<file path="config.mk">
export PLATFORM = sky130hd
export DESIGN_NAME = sialu_mul
export DESIGN_NICKNAME = d
export VERILOG_FILES = /design/src/sialu_mul.sv
export SDC_FILE = /design/constraint.sdc
export NUM_CORES = 1
export LEC_CHECK = 0
export BUFFER_PORTS_ARGS = -buffer_cell sky130_fd_sc_hd__buf_2
export CAP_MARGIN = 5
export CORE_UTILIZATION = 45
export CTS_CLUSTER_DIAMETER = 60
export CTS_CLUSTER_SIZE = 10
export DETAILED_ROUTE_END_ITERATION = 12
export SYNTH_ARGS = -nofsm -noshare
export SYNTH_HDL_FRONTEND = slang
export SYNTH_SLANG_ARGS = --single-unit
</file>
<file path="constraint.sdc">
create_clock -name clk -period 6.9 [get_ports clk]
set_clock_uncertainty 0.05 [all_clocks]
set_input_delay 0.69 -clock clk [delete_from_list [all_inputs] [get_ports clk]]
set_output_delay 0.69 -clock clk [all_outputs]
set_load 0.01 [all_outputs]
</file>
<file path="src/sialu_mul.sv">
// Pipelined low-half multiplier, split into half-width partial products.
// Depends on nothing; the partial products are registered, then their sum.
module sialu_mul #(
	parameter int DATA_WIDTH = 32
) (
	input  logic                  clk,
	input  logic [DATA_WIDTH-1:0] a,
	input  logic [DATA_WIDTH-1:0] b,
	output logic [DATA_WIDTH-1:0] p
);
	localparam int H = DATA_WIDTH / 2;
	localparam int L = DATA_WIDTH - H;

	logic [DATA_WIDTH-1:0] ll_s1, cross_s1;
	logic [DATA_WIDTH-1:0] al, bl, ah, bh;

	assign al = {{H{1'b0}}, a[L-1:0]};
	assign bl = {{H{1'b0}}, b[L-1:0]};
	assign ah = {{L{1'b0}}, a[DATA_WIDTH-1:L]};
	assign bh = {{L{1'b0}}, b[DATA_WIDTH-1:L]};

	// only terms below 2^DATA_WIDTH matter
	always_ff @(posedge clk) begin
		ll_s1    <= al * bl;
		cross_s1 <= ((ah * bl) + (al * bh)) << L;
	end

	always_ff @(posedge clk) begin
		p <= ll_s1 + cross_s1;
	end
endmodule

</file>
==> results.ini <==
[status]
outcome = complete, no violations

[yosys]
synth.most_common_cell = inv_1
synth_edf_count = 0
ys.flop_type = dfxtp_1
yosys_register_bits = 80
seq_area_frac_synth_pct = 8.57
synthDistinctLibCells = 61
yosys_warnings = 0
synth_top_area_share_pct = 40.6
syn_avg_cell_area_um2 = 9.17
syn-num-nets = 2692
synth_top_area_cell = fa_1
async_reset_ff_share_pct = 0
synthCells = 2038
synth_common_cells = inv_1, fa_1, nand2_1
syn_area_mm2 = 0.0187
synth_area_leaders = fa_1, ha_1, and2_1

[cells_and_area]
nets = 2766
antenna_cells = 0
fillerInstances = 3918
final-seq-area_mm2 = 0.00160
drive_above_1_share_pct = 8.64
area_delta_synth_final_pct = 8.45
multi_input_area_mm2 = 0.0152

[critical_path]
end_kind = flip-flop
worstPathCellList = buf_2 -> buf_4 -> and2_1 -> fa_1 -> inv_1 -> fa_1 -> fa_1 -> inv_1 -> fa_1 -> inv_1 -> fa_1 -> fa_1 -> inv_1 -> fa_1 -> fa_1 -> xnor2_1 -> xnor2_1 -> xnor2_1 -> xnor2_1 -> xnor2_1 -> xnor2_1 -> xnor2_1 -> xnor2_1
r2r_setup_slack_ns = 4.44
worstSetupPathType = in2reg
start_kind = input port
critPathMaxFanout = 10
crit_arrival_ns = 6.69
cp_slowest_stage_delay_ns = 0.56
path_delay_family = adder cells
worstPathRequired_ns = 7.09
cp_num_buf_inv = 6
cp_slowest_cell = fa_1

[sta]
tns_ns = 0
setup_viol = 0
slew_headroom_pct = 47.7
tightest_slew_ns = 0.785
period_share_pct = 94.2
slew_violations = 0
hold_violations = 0
fin_crit_ns = 6.50
grt_setup_unrepaired = no
holdWs_ns = 0.266
fmax_mhz = 154

[clock_tree]
numCtsBuffers = 9
cts_sinks = 80
cts.hold.buffers_added = 0
cts-htree-levels = 3
path_clk_slew_ns = 0.07
cts_resized = 0
cts_root_buf = clkbuf_16
post_cts_buffers = 0
cts_tree = done
insertion_delay_ns = 0.35
ctsLongestPathBuffers = 2

[routing]
drt_wl_total_um = 48900
viasPerCell = 5.09
via_count = 13500
wl_per_cell_um = 18.5
drt-initial-drc-count = 838
drtAntennaViolNets = 0
drc_errors = 0
first_pass_iters = 5

[global_routing]
track_usage_pct = 24.5
grt_max_degree = 32
grt_pass1_wl_um = 78200
grt_overflow = 0
antenna_found_initial = 3
grt_pass1_vias = 14300

[hold_path]
min_path_type = reg2reg

[floorplanning]
io_pins = 97
fp-row-count = 74
start_util_pct = 45.6
die_y_um = 206
core_area_mm2 = 0.0409
dieArea_mm2 = 0.0423
fp.dieW_um = 206

[placed_design]
place_congestion = 0.894
hpwl_um = 40700
portBuffers = 96

[flow_run]
max_cap_viol_count = 0

==> final timing paths <==
path	from	end	cells after the start
max	a[21]	cross_s1[31]	23
min	ll_s1[9]	p[9]	0
max reg2reg	ll_s1[16]	p[30]	11
min reg2reg	ll_s1[9]	p[9]	0
==> logic make-up (layout without fill, tap and decap cells) <==
family                   count (synthesis)  in the layout  synth area share (%)
XOR/XNOR                               109            109                  5.11
AND/OR/NAND/NOR                        636            636                  17.2
flip-flops                              80             80                  8.57
AO/OA/AOI/OAI                          115            115                  4.19
adder cells (fa/ha/maj)                589            589                  54.7
buffers and inverters                  509            588                  10.3
==> cell type report <==
class / instances / area share [%]
Tap cell: 532 / 3.29
Clock buffer: 9 / 1.11
Clock inverter: 7 / 0.537
Sequential cell: 80 / 7.90
Multi-Input combinational cell: 1449 / 74.8
Inverter: 422 / 7.82
Timing Repair Buffer: 150 / 4.50
==> per-layer routing <==
metal,global-route usage [%],routed length (um),share of wire (%),up-vias
li1,-,-,-,6197
met1,33.9,21500,44,6825
met2,38.8,23000,47,382
met3,4.37,2960,6.1,80
met4,7.46,1540,3.1,4
met5,0,22,0.045,-
==> stage by stage <==
| step | area (um^2) | setup slack (ns) | util [%] | cells |
|---|---|---|---|---|
| after floorplan | 18700 | 0.272 | - | 2038 |
| after global placement | 19900 | 0.133 | 48.7 | 2633 |
| after detailed placement | 19900 | 0.0879 | 48.7 | 2633 |
| after CTS | 20300 | 0.455 | 49.5 | 2649 |
| after global routing | 20300 | 0.0976 | 49.5 | 2649 |
| final | 20300 | 0.402 | 49.5 | 2649 |
==> cell usage in the layout (no fill, tap or decap), types with 4 or more instances in the layout <==
master	instances
a21o_1	7
a211oi_1	5
fa_1	379
nor2_1	22
o21ai_1	9
a21oi_1	34
o211ai_1	4
buf_2	96
a31oi_1	4
nand2b_1	4
o21ai_0	14
nor2b_1	6
nand3_1	15
xor2_1	20
clkbuf_16	9
or2_2	4
and2_1	275
dfxtp_1	80
nand2_1	282
ha_1	210
buf_4	52
nor3_1	13
inv_1	422
xnor2_1	89
o21a_1	4
o21bai_1	4
==> registers in the layout, indices dropped and copies added, names as in the netlist <==
register  count
ll_s1        32
cross_s1     16
p            32
Power is not shown: default switching activity piles up to over one toggle a cycle in this logic, so the estimate is an artifact.
