===== src/sialu_div.sv =====
// Pipelined restoring divider on magnitudes, one quotient bit per stage.
// Depends on nothing.
module sialu_div #(
	parameter int DATA_WIDTH = 32
) (
	input  logic                  clk,
	input  logic [DATA_WIDTH-1:0] n,
	input  logic [DATA_WIDTH-1:0] d,
	output logic [DATA_WIDTH-1:0] q
);
	logic [DATA_WIDTH-1:0] rem_s [DATA_WIDTH+1];
	logic [DATA_WIDTH-1:0] num_s [DATA_WIDTH+1];
	logic [DATA_WIDTH-1:0] den_s [DATA_WIDTH+1];

	assign rem_s[0] = '0;
	assign num_s[0] = n;
	assign den_s[0] = d;

	for (genvar i = 0; i < DATA_WIDTH; i++) begin : g_stage
		logic [DATA_WIDTH:0] trial;
		logic [DATA_WIDTH:0] diff;
		assign trial = {rem_s[i], num_s[i][DATA_WIDTH-1]};
		assign diff  = trial - {1'b0, den_s[i]};
		always_ff @(posedge clk) begin
			if (!diff[DATA_WIDTH]) begin
				rem_s[i+1] <= diff[DATA_WIDTH-1:0];
			end else begin
				rem_s[i+1] <= trial[DATA_WIDTH-1:0];
			end
			// quotient bits shift in where numerator bits leave
			num_s[i+1] <= {num_s[i][DATA_WIDTH-2:0], ~diff[DATA_WIDTH]};
			den_s[i+1] <= den_s[i];
		end
	end

	assign q = num_s[DATA_WIDTH];
endmodule


===== config.mk =====
export PLATFORM = sky130hd
export DESIGN_NAME = sialu_div
export DESIGN_NICKNAME = d
export VERILOG_FILES = /design/src/sialu_div.sv
export SDC_FILE = /design/constraint.sdc
export NUM_CORES = 2
export LEC_CHECK = 0
export ABC_AREA = 0
export BUFFER_PORTS_ARGS = -buffer_cell sky130_fd_sc_hd__buf_2
export CELL_PAD_IN_SITES_DETAIL_PLACEMENT = 1
export CELL_PAD_IN_SITES_GLOBAL_PLACEMENT = 2
export CORE_MARGIN = 2
export CORE_UTILIZATION = 46
export DETAILED_ROUTE_END_ITERATION = 7
export GPL_TIMING_DRIVEN = 1
export PLACE_DENSITY_LB_ADDON = 0.1
export SLEW_MARGIN = 20
export SYNTH_ARGS = -nofsm -noshare
export SYNTH_HDL_FRONTEND = slang
export SYNTH_SLANG_ARGS = --single-unit

===== constraint.sdc =====
create_clock -name clk -period 9.28 [get_ports clk]
set_input_delay 0.928 -clock clk [delete_from_list [all_inputs] [get_ports clk]]
set_output_delay 0.928 -clock clk [all_outputs]
set_load 0.01 [all_outputs]

==> qor.csv <==
stage,metric,value,unit
cts,"Setup Fix Bufs, Post-CTS",0,
cts,CTS Hold Bufs,0,
floorplanning,Ports,97,
finish,Final nets,13100,
finish,share of post-route cells with drive strength above 1,12.4,%
detailed_routing,Vias,82100,
worst_setup_path,Setup crit start kind,flop,
timing,Total Neg Setup Slack,0,ns
power_and_ir_drop,VDD IR max,326,uV
detailed_routing,Via density,5.21,
place,HPWL after DPL,232000,um
timing,final setup fails,0,
place,gpl congestion,0.891,
floorplanning,core area,265000,um2
worst_hold_path,hold path startpoint,n[8],
worst_setup_path,CP Depth,14,
cts,CTS Buf Count,320,
cts,CTS Buffer Depth,4,
worst_setup_path,crit path from,g_stage[29].trial[0]$_DFF_P_,
finish,filler instances,28400,
timing,fmax,211,MHz
cts,Clock Sinks,3008,
timing,fin crit share,51.1,%
floorplanning,Die Wd,519,um
worst_hold_path,Tightest Hold Check Type,input port to flop,
worst_setup_path,"Largest stage delay, worst path",0.91,ns
global_route,first-pass GRT wire length,482000,um
floorplanning,Die Area,270000,um2
run,Max Cap Viol,0,
timing,RSZ-0062 raised after global routing,no,
worst_setup_path,worst reg2reg path startpoint,g_stage[29].trial[0]$_DFF_P_,
cts,clk_lat worst skew,0.92,ns
synth,unique cell type count in the Yosys netlist,97,
timing,slew margin rel.,28.1,%
detailed_routing,DR iter-0 viols,3345,
global_route,initial antenna violation count,5,
worst_setup_path,worst path buffer plus inverter count,2,
worst_setup_path,Crit path required time,10.07,ns
cts,TritonCTS clock tree,built,
synth,Yosys Warn Count,0,
power_and_ir_drop,pwr/cell area,433,nW/um2
worst_setup_path,crit-path cells,inv_1 -> ha_1 -> fa_1 -> nor2b_1 -> o31ai_1 -> a2111oi_0 -> o211ai_1 -> and3b_1 -> o41a_1 -> o21ai_0 -> a21oi_1 -> xor2_4 -> buf_4 -> mux2_2,
worst_setup_path,r2r worst-path depth,14,
detailed_routing,# DRC,0,
floorplanning,row cnt,189,
worst_hold_path,hold path depth,1,
power_and_ir_drop,leak pwr,63.4,nW
status,outcome,"complete, no violations",
worst_setup_path,CP arrival,5.53,ns
synth,mean post-synth cell area,10.4,um2
synth,"flops & latches, synth",3008,
cts,H-tree depth,5,
floorplanning,Die Ht,519,um
worst_setup_path,"Slowest-stage cell, CP",a2111oi_0,
synth,synthesized netlist cell count,11800,
synth,register area share after synthesis,49.3,%
global_route,pin count of the biggest net entering global routing,65,
cts,CTS resizes,0,
timing,Min Hold Slack,0.112,ns
cts,root buf cell,clkbuf_16,
floorplanning,Initial Utilization,46.2,%
global_route,number of global-route vias before repair,88300,
worst_setup_path,"critical path fanouts, max",63,
detailed_routing,Pre-antenna DRT Iters,5,
worst_setup_path,critical path class,flop to flop,
worst_setup_path,Crit. End Element,flop,
global_route,total track usage,22.0,%
detailed_routing,DR WL/cell,19.1,um
timing,min Tclk post-route,4.74,ns
worst_setup_path,Top delay family on crit path,compound AO/OA/AOI/OAI gates,
timing,worst-margin pin slew,1.07,ns
cts,Worst-path clk slew,0.06,ns
synth,Synth Flop Type,dfxtp_1,
global_route,GR Overflow Total,0,
synth,"Cell Area, Synth",122000,um2
synth,async set-reset flop share out of synthesis,0,%
detailed_routing,final WL,301000,um
finish,area delta synth->final,12.6,%
place,IO Port Bufs,96,
timing,final hold violation count,0,
synth,number of flops mapped to enable cells by yosys,0,
timing,Slew Limit Fails,0,
detailed_routing,post-route ant nets,0,
timing,clock skew,0.0580,ns
==> registers in the layout (all words and copies together), names as in the netlist <==
register / count
den_s: 992
q: 32
num_s: 961
g_stage.trial: 1023
==> path summary, 6_finish.rpt <==
kind                                                     end  slack (ns)
worst max register to register  g_stage[30].trial[4]$_DFF_P_        4.54
worst max-delay path            g_stage[30].trial[4]$_DFF_P_        4.54
worst min-delay path                     num_s[1001]$_DFF_P_        0.11
worst min register to register            num_s[682]$_DFF_P_        0.28
==> logic make-up (layout without fill, tap and decap cells) <==
kind of cell / after synthesis / after routing / synth area share (%)
and+or+nand+nor: 1879 / 1879 / 7.48
muxes: 835 / 835 / 7.71
adders and majority gates: 1023 / 1023 / 10.7
buffers and inverters: 1463 / 1910 / 4.65
xor gates and xnor gates: 835 / 835 / 6.00
DFF: 3008 / 3008 / 49.3
AOI/OAI and AO/OA: 2713 / 2713 / 14.2
other: 1 / 17 / 0.00307
==> routing by layer <==
layer,vias to the layer above,part of all wire [%],global-route usage (%),routed length (um)
met4,0,3.9,8.10,11600
met3,583,2.7,2.77,8170
met5,-,0,0,0
li1,41000,-,-,-
met1,39500,41,25.1,125000
met2,1007,52,41.4,156000
==> power breakdown <==
group          switching (W)  internal [W]
clock                0.00534       0.00796
sequential           0.00243        0.0169
combinational         0.0140        0.0130
==> placed cells by master (no fill, tap or decap), types with 37 or more instances in the layout <==
master,n
o21a_1,164
and3_1,68
nand2b_1,95
o31a_1,44
xnor2_1,517
a211oi_1,59
a31oi_1,103
nor2b_1,154
buf_2,96
inv_1,1207
bufinv_16,37
nor2_1,435
dfxtp_1,3008
clkbuf_1,47
mux2_2,734
clkbuf_8,52
clkinv_2,47
o21bai_1,110
nand2_1,556
nand3_1,152
o21ai_0,556
o31ai_1,57
xor2_1,293
nor3_1,101
clkbuf_16,326
a21o_1,446
ha_1,993
a21oi_1,818
nand4_1,112
mux2i_1,67
==> synthesized netlist by cell type, drive strengths merged, types with 15 or more instances <==
master | count | share of area [%]
dfxtp | 3008 | 49
nand2 | 556 | 1.7
a2111oi | 18 | 0.13
ha | 993 | 10
o2111ai | 16 | 0.11
xnor2 | 539 | 3.9
nand3 | 152 | 0.62
a211oi | 59 | 0.36
a221oi | 26 | 0.19
buf | 88 | 0.43
nand4 | 112 | 0.57
mux2i | 67 | 0.55
or2 | 22 | 0.11
o31ai | 59 | 0.37
o21ai | 563 | 2.3
o2111a | 15 | 0.14
o21bai | 110 | 0.68
a211o | 20 | 0.14
nor3b | 15 | 0.092
mux2 | 768 | 7.2
nand2b | 95 | 0.49
and3 | 68 | 0.35
a21boi | 26 | 0.16
o31a | 44 | 0.32
inv | 1208 | 3.7
clkbuf | 167 | 0.51
nor2b | 154 | 0.79
a31o | 19 | 0.14
and2 | 36 | 0.18
fa | 30 | 0.49
a21o | 446 | 2.7
and4 | 27 | 0.19
a31oi | 104 | 0.54
a41oi | 28 | 0.21
nand3b | 20 | 0.12
nor4 | 24 | 0.12
o21a | 164 | 1.0
nor2 | 436 | 1.3
xor2 | 296 | 2.1
or3 | 33 | 0.17
a21oi | 819 | 3.4
nor3 | 101 | 0.41
o211ai | 33 | 0.21
==> area by class of cell <==
| type | instances | area [um2] | share of cell area, % |
|---|---|---|---|
| sequential | 3008 | 60200 | 43.7 |
| clock inverter | 149 | 2080 | 1.51 |
| tap | 3533 | 4420 | 3.21 |
| multi-input combinational | 7300 | 56600 | 41.1 |
| antenna | 2 | 5.00 | 0.00364 |
| clock buffer | 425 | 9050 | 6.57 |
| timing repair buffer | 128 | 741 | 0.538 |
| inverter | 1208 | 4530 | 3.29 |
==> stage by stage <==
stage	cell area, um2	instances	power, W	util, %	worst slack [ns]
finish	138000	15800	0.0597	52.0	4.54
detailed placement	127000	15200	0.0465	47.8	4.59
floorplan	122000	11800	0.0397	-	5.56
global placement	127000	15200	0.0458	47.8	4.53
CTS	138000	15800	0.0603	52.0	4.54
global route	138000	15800	0.0640	52.0	4.21
(Power assumes the default switching activity.)
